## src/rtl/lfb_pkg.sv

```systemverilog
// ----------------------------------------------------------------------------
// lfb_pkg
// Shared types, codes and tables for the LED fade and breathing controller.
// ----------------------------------------------------------------------------
package lfb_pkg;

	localparam int LVL_W   = 7;
	localparam int MS_W    = 16;
	localparam int PCT_W   = 8;
	localparam int OP_W    = 3;
	localparam int PROD_W  = LVL_W + MS_W;
	localparam int IDX_W   = 3;

	localparam logic [LVL_W-1:0] LVL_MAX        = 7'd100;
	localparam logic [MS_W-1:0]  BREATH_MIN_MS  = 16'd100;
	localparam logic [31:0]      ROUND_HALF     = 32'd32767;
	localparam logic [16:0]      CMP_DIV        = 17'd65535;
	localparam logic [16:0]      CMP_DIV2       = 17'd131070;

	localparam logic [OP_W-1:0] OP_TICK   = 3'd0;
	localparam logic [OP_W-1:0] OP_SET    = 3'd1;
	localparam logic [OP_W-1:0] OP_BREATH = 3'd2;
	localparam logic [OP_W-1:0] OP_STOP   = 3'd3;
	localparam logic [OP_W-1:0] OP_CANCEL = 3'd4;

	localparam logic CFG_FADE = 1'b0;
	localparam logic CFG_TOP  = 1'b1;

	typedef enum logic [2:0] {
		ST_IDLE,
		ST_EVAL,
		ST_TMUL,
		ST_TWAIT,
		ST_GMUL,
		ST_DONE
	} state_t;

	typedef struct packed {
		logic              start;
		logic [PROD_W-1:0] dividend;
		logic [MS_W-1:0]   divisor;
	} div_req_t;

	typedef struct packed {
		logic             busy;
		logic             done;
		logic [LVL_W-1:0] quot;
	} div_rsp_t;

	localparam logic [15:0] GAMMA_TAB [0:100] = '{
		16'd0, 16'd3, 16'd12, 16'd29, 16'd55, 16'd90, 16'd134, 16'd189, 16'd253,
		16'd328, 16'd413, 16'd510, 16'd618, 16'd736, 16'd867, 16'd1009, 16'd1163,
		16'd1329, 16'd1507, 16'd1697, 16'd1900, 16'd2115, 16'd2343, 16'd2584,
		16'd2838, 16'd3104, 16'd3384, 16'd3677, 16'd3983, 16'd4303, 16'd4636,
		16'd4983, 16'd5343, 16'd5717, 16'd6106, 16'd6508, 16'd6924, 16'd7354,
		16'd7798, 16'd8257, 16'd8730, 16'd9217, 16'd9719, 16'd10235, 16'd10766,
		16'd11312, 16'd11872, 16'd12448, 16'd13038, 16'd13643, 16'd14263,
		16'd14898, 16'd15548, 16'd16214, 16'd16894, 16'd17590, 16'd18302,
		16'd19028, 16'd19770, 16'd20528, 16'd21301, 16'd22090, 16'd22895,
		16'd23715, 16'd24551, 16'd25403, 16'd26271, 16'd27154, 16'd28054,
		16'd28970, 16'd29901, 16'd30849, 16'd31813, 16'd32793, 16'd33790,
		16'd34802, 16'd35831, 16'd36877, 16'd37939, 16'd39017, 16'd40112,
		16'd41223, 16'd42351, 16'd43496, 16'd44657, 16'd45835, 16'd47029,
		16'd48241, 16'd49469, 16'd50714, 16'd51976, 16'd53255, 16'd54551,
		16'd55864, 16'd57195, 16'd58542, 16'd59906, 16'd61287, 16'd62686,
		16'd64102, 16'd65535
	};

	function automatic logic [15:0] gamma_lut(input logic [LVL_W-1:0] pct);
		logic [LVL_W-1:0] p;
		p = (pct > LVL_MAX) ? LVL_MAX : pct;
		return GAMMA_TAB[p];
	endfunction

endpackage

```

## src/rtl/lfb_div.sv

```systemverilog
// ----------------------------------------------------------------------------
// lfb_div
// Shift-subtract divider, one quotient bit per cycle, quotient below 128.
// ----------------------------------------------------------------------------
module lfb_div (
	input  logic              clk,
	input  logic              arst_n,
	input  lfb_pkg::div_req_t req,
	output lfb_pkg::div_rsp_t rsp
);

	logic [lfb_pkg::PROD_W-1:0] rem_q;
	logic [lfb_pkg::MS_W-1:0]   den_q;
	logic [lfb_pkg::IDX_W-1:0]  cnt_q;
	logic [lfb_pkg::LVL_W-1:0]  quot_q;
	logic                       busy_q;
	logic                       done_q;
	logic [lfb_pkg::PROD_W-1:0] trial;

	assign trial = {{lfb_pkg::LVL_W{1'b0}}, den_q} << cnt_q;

	always_ff @(posedge clk or negedge arst_n) begin
		if (!arst_n) begin
			busy_q <= 1'b0;
			done_q <= 1'b0;
			cnt_q  <= '0;
		end else begin
			done_q <= 1'b0;
			if (req.start) begin
				busy_q <= 1'b1;
				cnt_q  <= lfb_pkg::IDX_W'(lfb_pkg::LVL_W - 1);
			end else if (busy_q) begin
				if (cnt_q == '0) begin
					busy_q <= 1'b0;
					done_q <= 1'b1;
				end else begin
					cnt_q <= cnt_q - 1'b1;
				end
			end
		end
	end

	always_ff @(posedge clk) begin
		if (req.start) begin
			rem_q  <= req.dividend;
			den_q  <= req.divisor;
			quot_q <= '0;
		end else if (busy_q && rem_q >= trial) begin
			rem_q         <= rem_q - trial;
			quot_q[cnt_q] <= 1'b1;
		end
	end

	assign rsp.busy = busy_q;
	assign rsp.done = done_q;
	assign rsp.quot = quot_q;

endmodule

```

## src/rtl/led_fade_breath_controller_unit.sv

```systemverilog
// ----------------------------------------------------------------------------
// led_fade_breath_controller_unit
// LED fade and breathing controller with gamma-2.2 PWM compare output.
// ----------------------------------------------------------------------------
// Takes one command word at a time and returns one result word per command.
// A command with no fade arithmetic passes through the evaluate, gamma
// multiply and done states; a tick that advances a running fade also runs
// the 7-step shift-subtract divider that forms the interpolated level.
// The input is accepted while a previous result still waits on the master
// side. Configuration writes are taken at any time and should only be made
// while the block is idle.
module led_fade_breath_controller_unit (
	input  logic        clk,
	input  logic        arst_n,
	input  logic        s_tvalid,
	output logic        s_tready,
	// [2:0] opcode, [18:3] tick_ms, [26:19] percent, [31:27] zero
	input  logic [31:0] s_tdata,
	output logic        m_tvalid,
	input  logic        m_tready,
	// [6:0] current_level, [13:7] target_level, [14] is_breathing,
	// [15] accepted, [31:16] compare_value
	output logic [31:0] m_tdata,
	input  logic        cfg_valid,
	output logic        cfg_ready,
	input  logic        cfg_index,
	input  logic [15:0] cfg_data
);

	localparam int LW = lfb_pkg::LVL_W;
	localparam int MW = lfb_pkg::MS_W;

	lfb_pkg::state_t state_q, state_nx;

	logic [MW-1:0] fade_q, top_q;
	logic [LW-1:0] now_q, goal_q, from_q, saved_q;
	logic          breath_q;
	logic [MW-1:0] len_q, elap_q;

	logic [lfb_pkg::OP_W-1:0]  op_q;
	logic [MW-1:0]             ms_q;
	logic [lfb_pkg::PCT_W-1:0] pct_q;

	logic [LW-1:0] diff_q;
	logic          desc_q;
	logic          ok_q;
	logic [31:0]   gprod_q;
	logic          m_tvalid_q;
	logic [31:0]   m_tdata_q;

	// evaluation results
	logic [LW-1:0] n_now, n_goal, n_from, n_saved, n_diff;
	logic          n_breath, n_ok, n_need, n_desc;
	logic [MW-1:0] n_len, n_elap;

	logic              accept, load_out, div_fin;
	lfb_pkg::div_req_t div_req;
	lfb_pkg::div_rsp_t div_rsp;
	logic [LW-1:0]     fade_lvl;

	logic [15:0] cmp_q0;
	logic [16:0] cmp_r, cmp_q;
	logic [15:0] cmp_val;

	lfb_div u_div (
		.clk    (clk),
		.arst_n (arst_n),
		.req    (div_req),
		.rsp    (div_rsp)
	);

	assign cfg_ready = 1'b1;

	always_comb begin
		logic [MW:0]   sum;
		logic [LW-1:0] tgt;
		n_now    = now_q;
		n_goal   = goal_q;
		n_from   = from_q;
		n_saved  = saved_q;
		n_breath = breath_q;
		n_len    = len_q;
		n_elap   = elap_q;
		n_ok     = 1'b1;
		n_need   = 1'b0;
		n_diff   = '0;
		n_desc   = 1'b0;
		sum      = '0;
		tgt      = '0;
		unique case (op_q)
			lfb_pkg::OP_TICK: begin
				if (now_q != goal_q || breath_q) begin
					if (now_q == goal_q) begin
						tgt    = (goal_q == lfb_pkg::LVL_MAX) ? '0 : lfb_pkg::LVL_MAX;
						n_from = now_q;
						n_goal = tgt;
						n_len  = fade_q;
						n_elap = '0;
						if (fade_q == '0) n_now = tgt;
						if (fade_q < lfb_pkg::BREATH_MIN_MS) n_len = lfb_pkg::BREATH_MIN_MS;
					end
					if (n_len == '0) begin
						n_now = n_goal;
					end else begin
						sum    = {1'b0, n_elap} + {1'b0, ms_q};
						n_elap = (sum > {1'b0, n_len}) ? n_len : sum[MW-1:0];
						n_need = 1'b1;
						n_desc = n_goal < n_from;
						n_diff = n_desc ? (n_from - n_goal) : (n_goal - n_from);
					end
				end
			end
			lfb_pkg::OP_SET: begin
				if (breath_q || pct_q > {1'b0, lfb_pkg::LVL_MAX}) begin
					n_ok = 1'b0;
				end else begin
					n_from = now_q;
					n_goal = pct_q[LW-1:0];
					n_len  = fade_q;
					n_elap = '0;
					if (fade_q == '0) n_now = pct_q[LW-1:0];
				end
			end
			lfb_pkg::OP_BREATH: begin
				if (!breath_q) begin
					n_saved  = goal_q;
					n_breath = 1'b1;
					n_from   = now_q;
					n_goal   = lfb_pkg::LVL_MAX;
					n_len    = (fade_q < lfb_pkg::BREATH_MIN_MS) ? lfb_pkg::BREATH_MIN_MS : fade_q;
					n_elap   = '0;
					if (fade_q == '0) n_now = lfb_pkg::LVL_MAX;
				end
			end
			lfb_pkg::OP_STOP: begin
				if (breath_q) begin
					n_breath = 1'b0;
					n_from   = now_q;
					n_goal   = saved_q;
					n_len    = fade_q;
					n_elap   = '0;
					if (fade_q == '0) n_now = saved_q;
				end
			end
			lfb_pkg::OP_CANCEL: begin
				n_breath = 1'b0;
				n_now    = '0;
				n_goal   = '0;
				n_from   = '0;
				n_elap   = '0;
			end
			default: begin
			end
		endcase
	end

	always_comb begin
		state_nx = state_q;
		unique case (state_q)
			lfb_pkg::ST_IDLE:  if (s_tvalid) state_nx = lfb_pkg::ST_EVAL;
			lfb_pkg::ST_EVAL:  state_nx = n_need ? lfb_pkg::ST_TMUL : lfb_pkg::ST_GMUL;
			lfb_pkg::ST_TMUL:  state_nx = lfb_pkg::ST_TWAIT;
			lfb_pkg::ST_TWAIT: if (div_rsp.done) state_nx = lfb_pkg::ST_GMUL;
			lfb_pkg::ST_GMUL:  state_nx = lfb_pkg::ST_DONE;
			lfb_pkg::ST_DONE:  if (!m_tvalid_q || m_tready) state_nx = lfb_pkg::ST_IDLE;
			default:           state_nx = lfb_pkg::ST_IDLE;
		endcase
	end

	always_comb begin
		s_tready         = (state_q == lfb_pkg::ST_IDLE);
		div_req.start    = (state_q == lfb_pkg::ST_TMUL);
		div_req.dividend = lfb_pkg::PROD_W'(diff_q * elap_q);
		div_req.divisor  = len_q;
		div_fin          = (state_q == lfb_pkg::ST_TWAIT) && div_rsp.done;
		load_out         = (state_q == lfb_pkg::ST_DONE) && (!m_tvalid_q || m_tready);
	end

	assign accept   = s_tvalid && s_tready;
	assign fade_lvl = desc_q ? (from_q - div_rsp.quot) : (from_q + div_rsp.quot);

	// x / 65535 as (x >> 16) plus up to two corrections
	assign cmp_q0  = gprod_q[31:16];
	assign cmp_r   = {1'b0, gprod_q[15:0]} + {1'b0, cmp_q0};
	assign cmp_q   = {1'b0, cmp_q0} + 17'(cmp_r >= lfb_pkg::CMP_DIV)
	                 + 17'(cmp_r >= lfb_pkg::CMP_DIV2);
	assign cmp_val = cmp_q[16] ? 16'hFFFF : cmp_q[15:0];

	always_ff @(posedge clk or negedge arst_n) begin
		if (!arst_n) begin
			state_q    <= lfb_pkg::ST_IDLE;
			fade_q     <= '0;
			top_q      <= 16'hFFFF;
			now_q      <= '0;
			goal_q     <= '0;
			from_q     <= '0;
			saved_q    <= '0;
			breath_q   <= 1'b0;
			len_q      <= '0;
			elap_q     <= '0;
			m_tvalid_q <= 1'b0;
		end else begin
			state_q <= state_nx;
			if (cfg_valid && cfg_ready) begin
				unique case (cfg_index)
					lfb_pkg::CFG_FADE: fade_q <= cfg_data;
					lfb_pkg::CFG_TOP:  top_q  <= cfg_data;
					default: begin
					end
				endcase
			end
			if (state_q == lfb_pkg::ST_EVAL) begin
				now_q    <= n_now;
				goal_q   <= n_goal;
				from_q   <= n_from;
				saved_q  <= n_saved;
				breath_q <= n_breath;
				len_q    <= n_len;
				elap_q   <= n_elap;
			end
			if (div_fin) now_q <= fade_lvl;
			if (load_out)
				m_tvalid_q <= 1'b1;
			else if (m_tready)
				m_tvalid_q <= 1'b0;
		end
	end

	always_ff @(posedge clk) begin
		if (accept) begin
			op_q  <= s_tdata[2:0];
			ms_q  <= s_tdata[18:3];
			pct_q <= s_tdata[26:19];
		end
		if (state_q == lfb_pkg::ST_EVAL) begin
			diff_q <= n_diff;
			desc_q <= n_desc;
			ok_q   <= n_ok;
		end
		if (state_q == lfb_pkg::ST_GMUL)
			gprod_q <= 32'(lfb_pkg::gamma_lut(now_q) * ({1'b0, top_q} + 17'd1))
			           + lfb_pkg::ROUND_HALF;
		if (load_out)
			m_tdata_q <= {cmp_val, ok_q, breath_q, goal_q, now_q};
	end

	assign m_tvalid = m_tvalid_q;
	assign m_tdata  = m_tdata_q;

endmodule
```

## config.mk

```make
export PLATFORM = sky130hd
export DESIGN_NAME = led_fade_breath_controller_unit
export DESIGN_NICKNAME = d
export VERILOG_FILES = /design/src/rtl/lfb_pkg.sv /design/src/rtl/lfb_div.sv /design/src/rtl/led_fade_breath_controller_unit.sv
export SDC_FILE = /design/constraint.sdc
export NUM_CORES = 2
export LEC_CHECK = 0
export BUFFER_PORTS_ARGS = -buffer_cell sky130_fd_sc_hd__buf_2
export CAP_MARGIN = 40
export CORE_MARGIN = 1
export CORE_UTILIZATION = 60
export CTS_CLUSTER_SIZE = 28
export DETAILED_ROUTE_END_ITERATION = 8
export GPL_TIMING_DRIVEN = 0
export HOLD_SLACK_MARGIN = 0.05
export PLACE_DENSITY = 0.8
export SLEW_MARGIN = 20
export SYNTH_ARGS = -nofsm -noshare
export SYNTH_HDL_FRONTEND = slang
export SYNTH_HIERARCHICAL = 1
export SYNTH_SLANG_ARGS = --single-unit
```

## constraint.sdc

```tcl
create_clock -name clk -period 9.5 [get_ports clk]
set_input_delay 1.425 -clock clk [delete_from_list [all_inputs] [get_ports clk]]
set_output_delay 1.425 -clock clk [all_outputs]
set_load 0.03 [all_outputs]
```

Yosys cells after proc, flatten, opt, wreduce, memory -nomap -nowiden:

Memory sizes are Yosys's and may differ from the RTL's.
Cells that the tools add are included.

* bits in registers: 248
* bits in latches: 0
* memory bits (writable): 0
* memory bits (read-only): 2048
* output and inout bits: 35
* logic and storage cells: 200
* memories kept: 1

Memories
* (no name shown): words 128, width 16, read ports 1, clocked after memory_dff 0, write ports 0, line lfb_pkg.sv:72 `return GAMMA_TAB[p];`

* $add $sub $neg: 12
* multiply operators: 2
* div/mod/pow operators: 0
* order comparisons: 11
* equal/unequal tests: 29
* shift operators: 1
* mux-type cells: 79
* bitwise gates (word level): 5
* reductions and logical operators: 34

Operators with widths (count)
* $mux W16: 19
* $mux W7: 30
* $pmux W7 S5: 3
* $pmux W16 S5: 1
* $pmux W16 S4: 1
* $mux W23: 2
* $add A16 B16 Y17: 2
* $add A32 B15 Y32 const B: 1
* $logic_not A16 Y1: 2
* $mul A16 B17 Y32: 1
* $ge A23 B23 Y1: 1
* $mul A7 B16 Y23: 1
* $shl A16 B3 Y23: 1
* $sub A23 B23 Y23: 1
* $mux W3: 7
* $ne A3 B3 Y1 const B: 7
* $sub A7 B7 Y7: 3
* $pmux W3 S6: 1
* $add A16 B1 Y17: 1
* $add A16 B1 Y17 const B: 1
* $add A17 B1 Y17: 1
* $ge A17 B16 Y1 const B: 1
* $ge A17 B17 Y1 const B: 1
* $gt A17 B16 Y1: 1
* other kinds (39): 83

Longest topological paths before layout:

* depth in word-level cells: 11
* mapped depth: 36

By module:

The synthesis kept the hierarchy.

Modules (own cells, without submodules)
* led_fade_breath_controller_unit: times used 1, cells each 2980, area each 26295.2 um2, sequential area each 5450.2 um2
* lfb_div: times used 1, cells each 364, area each 3631.0 um2, sequential area each 1436.4 um2

Worst setup path after synthesis:

Ideal clock, no wire load.

* path type: register to register
* start point: register now_q[3]
* end point: register gprod_q[30], data pin
* setup time: 270 ps
* arrival time: 8174 ps
* required time: 9230 ps
* slack: 1055 ps
* cell stages (with the launch flop): 34
* period minus slack after synthesis: 8445 ps
* path through: dfrtp_1 -> buf_6 -> o311ai_1 -> nand2_1 -> inv_2 -> ha_1 -> clkbuf_1 -> clkbuf_1 -> and2_0 -> o21ai_0 -> o21ai_0 -> nand2_1 -> a31oi_1 -> o22a_1 -> clkbuf_1 -> nand2_1 -> fa_1 -> inv_1 -> fa_1 -> fa_1 -> fa_1 -> fa_1 -> inv_1 -> fa_1 -> inv_1 -> ha_1 -> clkbuf_1 -> nand2_1 -> o21ai_0 -> or2_2 -> o21ai_0 -> a211oi_1 -> o211ai_1 -> or3b_2

* word-level cells in the longest chain between the ends: 8

RTL lines
* start, declared: line led_fade_breath_controller_unit.sv:36 `logic [LW-1:0] now_q, goal_q, from_q, saved_q;`
* start signal, assigned: line led_fade_breath_controller_unit.sv:213 `now_q <= n_now;`
* start signal, assigned: line led_fade_breath_controller_unit.sv:221 `if (div_fin) now_q <= fade_lvl;`
* $gt A7 B7 Y1: line lfb_pkg.sv:71 `p = (pct > LVL_MAX) ? LVL_MAX : pct;`
* $mux W7 (*): line lfb_pkg.sv:71
* $not A7 Y8 (not written as such) (*): line lfb_pkg.sv:72
* $mem_v2 Z128 W16 (*)
* $mux W16 (not written as such) (*) (2 in series): line lfb_pkg.sv:72
* $mul A16 B17 Y32 (*): line led_fade_breath_controller_unit.sv:241 `gprod_q <= 32'(lfb_pkg::gamma_lut(now_q) * ({1'b0, top_q} + 17'd1))`
* $add A32 B15 Y32 (*): line led_fade_breath_controller_unit.sv:242 `+ lfb_pkg::ROUND_HALF;`
* end signal, assigned: line led_fade_breath_controller_unit.sv:241
* end, declared: line led_fade_breath_controller_unit.sv:47 `logic [31:0] gprod_q;`

Every way passes the cells marked *; elsewhere a longest branch is shown, timed or not. The select of a mux whose other input is x is not followed.
A chain may end at the register's enable or synchronous reset.

Final worst setup path:

* start point: register now_q[4]
* end point: register gprod_q[24], data pin

Same word-level chain as after synthesis.

==> flow_metrics.env <==
export IMPL_outcome="completed"
export IMPL_clock_skew_ns=0.0326
export IMPL_die_y_um=225
export IMPL_dp_hpwl_um=68200
export IMPL_synthesis_nets=3934
export IMPL_antenna_found_initial=2
export IMPL_crit_path_start_kind="flop"
export IMPL_postCtsHoldBufs=0
export IMPL_clk_latency_ns=0.62
export IMPL_final_util=0.663
export IMPL_nets=4064
export IMPL_areaGrowthSynthToFinish_pct=8.66
export IMPL_htreeDepth=1
export IMPL_fp_dieW_um=225
export IMPL_drive_above_1_share=0.0927
export IMPL_routed_via_count=25600
export IMPL_fin_crit_sh=0.968
export IMPL_max_slew_margin=0.413
export IMPL_cpPeakStageDelay_ns=0.72
export IMPL_hold_viol=0
export IMPL_clock_sinks=248
export IMPL_crit_path_max_fanout=10
export IMPL_grt_max_degree=77
export IMPL_cp_arrival_ns=9.55
export IMPL_syn_inst=3343
export IMPL_cp_end_kind="flop"
export IMPL_synth_area_per_cell_um2=8.95
export IMPL_crit_top_cell="fa_1"
export IMPL_drt_vias_per_instance=6.15
export IMPL_cts_tree="yes"
export IMPL_worst_pin_slew_ns=0.881
export IMPL_clockBufferDepth=3
export IMPL_post_dp_cell_area_um2=31400
export IMPL_route_detailed_drc=0
export IMPL_die_area_um2=50800
export IMPL_drv_slew=0
export IMPL_synth_warnings=6
export IMPL_cap_violations=0
export IMPL_gp_congestion=1.00
export IMPL_instances_no_fill=4162
export IMPL_track_usage=0.348
export IMPL_root_buffer="clkbuf_16"
export IMPL_setup_viol=0
export IMPL_dp_cells=4104
export IMPL_whs_ns=0.427
export IMPL_core_area_um2=49100
export IMPL_row_count=81
export IMPL_io_pins=89
export IMPL_crit_slowest_cell="or4b_2"
export IMPL_layout_min_cycle_time_ns=9.20
export IMPL_finalInstanceArea_um2=32500
export IMPL_drt_iter0_drc=2764
export IMPL_routed_wirelength_um=86900
export IMPL_cts_buffers=30
export IMPL_grt_pass1_wl_um=137000
export IMPL_wl_per_cell_um=20.9
export IMPL_numPortBuffers=82
export IMPL_critPathKind="flop to flop"
export IMPL_dr_pass1_iters=5
export IMPL_fillers=4007
export IMPL_initial_utilization=0.610
export IMPL_synth_cell_area_um2=29900
export IMPL_path_clk_slew_ns=0.06
export IMPL_hold_path_class="flop to flop"
export IMPL_grt_pass1_vias=25300
export IMPL_timing_fmax_mhz=109
export IMPL_postRouteAntennaNets=0
export IMPL_grt_overflow_total=0
export IMPL_crit_required_ns=9.85
==> what timing repair did <==
action | 4_1_cts | 5_1_grt
resized for setup | 14 | 25
pin swaps | 2 | 2
setup endpoints to repair | 13 | 11
buffers inserted | 3 | 2
==> metal layers <==
layer	wire length [um]	vias up	track usage
met5	0	-	0
met4	3710	0	0.142
met3	8680	241	0.0671
met2	38000	1296	0.529
met1	36500	12500	0.489
li1	-	11600	-
==> cells in the final DEF, fill, tap and decap left out, types with 31 or more instances in the layout <==
cell	instances
nand2_1	439
nor2_1	208
a211oi_1	33
clkbuf_16	31
nand2b_1	37
dfrtp_1	86
and2_1	122
nor2b_1	34
xnor2_1	91
nor3_1	34
a21oi_1	171
inv_1	399
o21ai_0	168
a21o_1	36
edfxtp_1	139
fa_1	297
mux2_2	43
clkbuf_1	123
buf_2	112
nand3_1	61
mux2i_1	57
ha_1	237
xor2_1	57
==> sequential cells by signal, indices dropped and copies added (netlist names), 8 cells and up <==
| name | cells |
|---|---|
| pct_q | 8 |
| len_q | 16 |
| u_div/rem_q | 23 |
| fade_q | 16 |
| ms_q | 16 |
| u_div/den_q | 16 |
| elap_q | 16 |
| top_q | 16 |
| gprod_q | 32 |
| m_tdata | 32 |
==> stage by stage <==
step                      TNS [ns]  worst slack, ns
after floorplan                  0             1.06
after global placement       -8.64            -1.20
after detailed placement     -5.28           -0.942
after CTS                        0           0.0577
after global routing      -0.00749         -0.00749
final                            0            0.299
==> critical path, delay by kind of cell (launching register included) <==
kind	cells	cell delay (ns)
xor+xnor	1	0.08
flops	1	0.41
fa+ha+maj	8	3.52
simple gates	9	2.17
compound gates	7	1.35
buf+inv	8	1.43
==> final timing paths <==
path / from / to / slack [ns] / cells past startpoint
min: ok_q / m_tdata[15] / 0.43 / 0
max reg2reg: now_q[4] / gprod_q[24] / 0.30 / 33
max in group asynchronous: arst_n / top_q[11] / 8.10 / 2
min reg2reg: ok_q / m_tdata[15] / 0.43 / 0
max: now_q[4] / gprod_q[24] / 0.30 / 33
min in group asynchronous: arst_n / u_div/cnt_q[1] / 0.68 / 1
==> area by class of cell <==
type / count / area [um2] / share of cell area
Sequential cell: 248 / 6890 / 0.212
Timing Repair Buffer: 103 / 656 / 0.0202
Tap cell: 664 / 831 / 0.0256
Multi-Input combinational cell: 2522 / 20900 / 0.644
Clock inverter: 11 / 106 / 0.00327
Clock buffer: 45 / 868 / 0.0267
Inverter: 404 / 1520 / 0.0467
Buffer: 164 / 692 / 0.0213
Antenna cell: 1 / 2.50 / 0.0000770
Power is left out: the tool's default activity adds up to more than one toggle a clock period on the data nets, which glitch-free logic cannot reach.
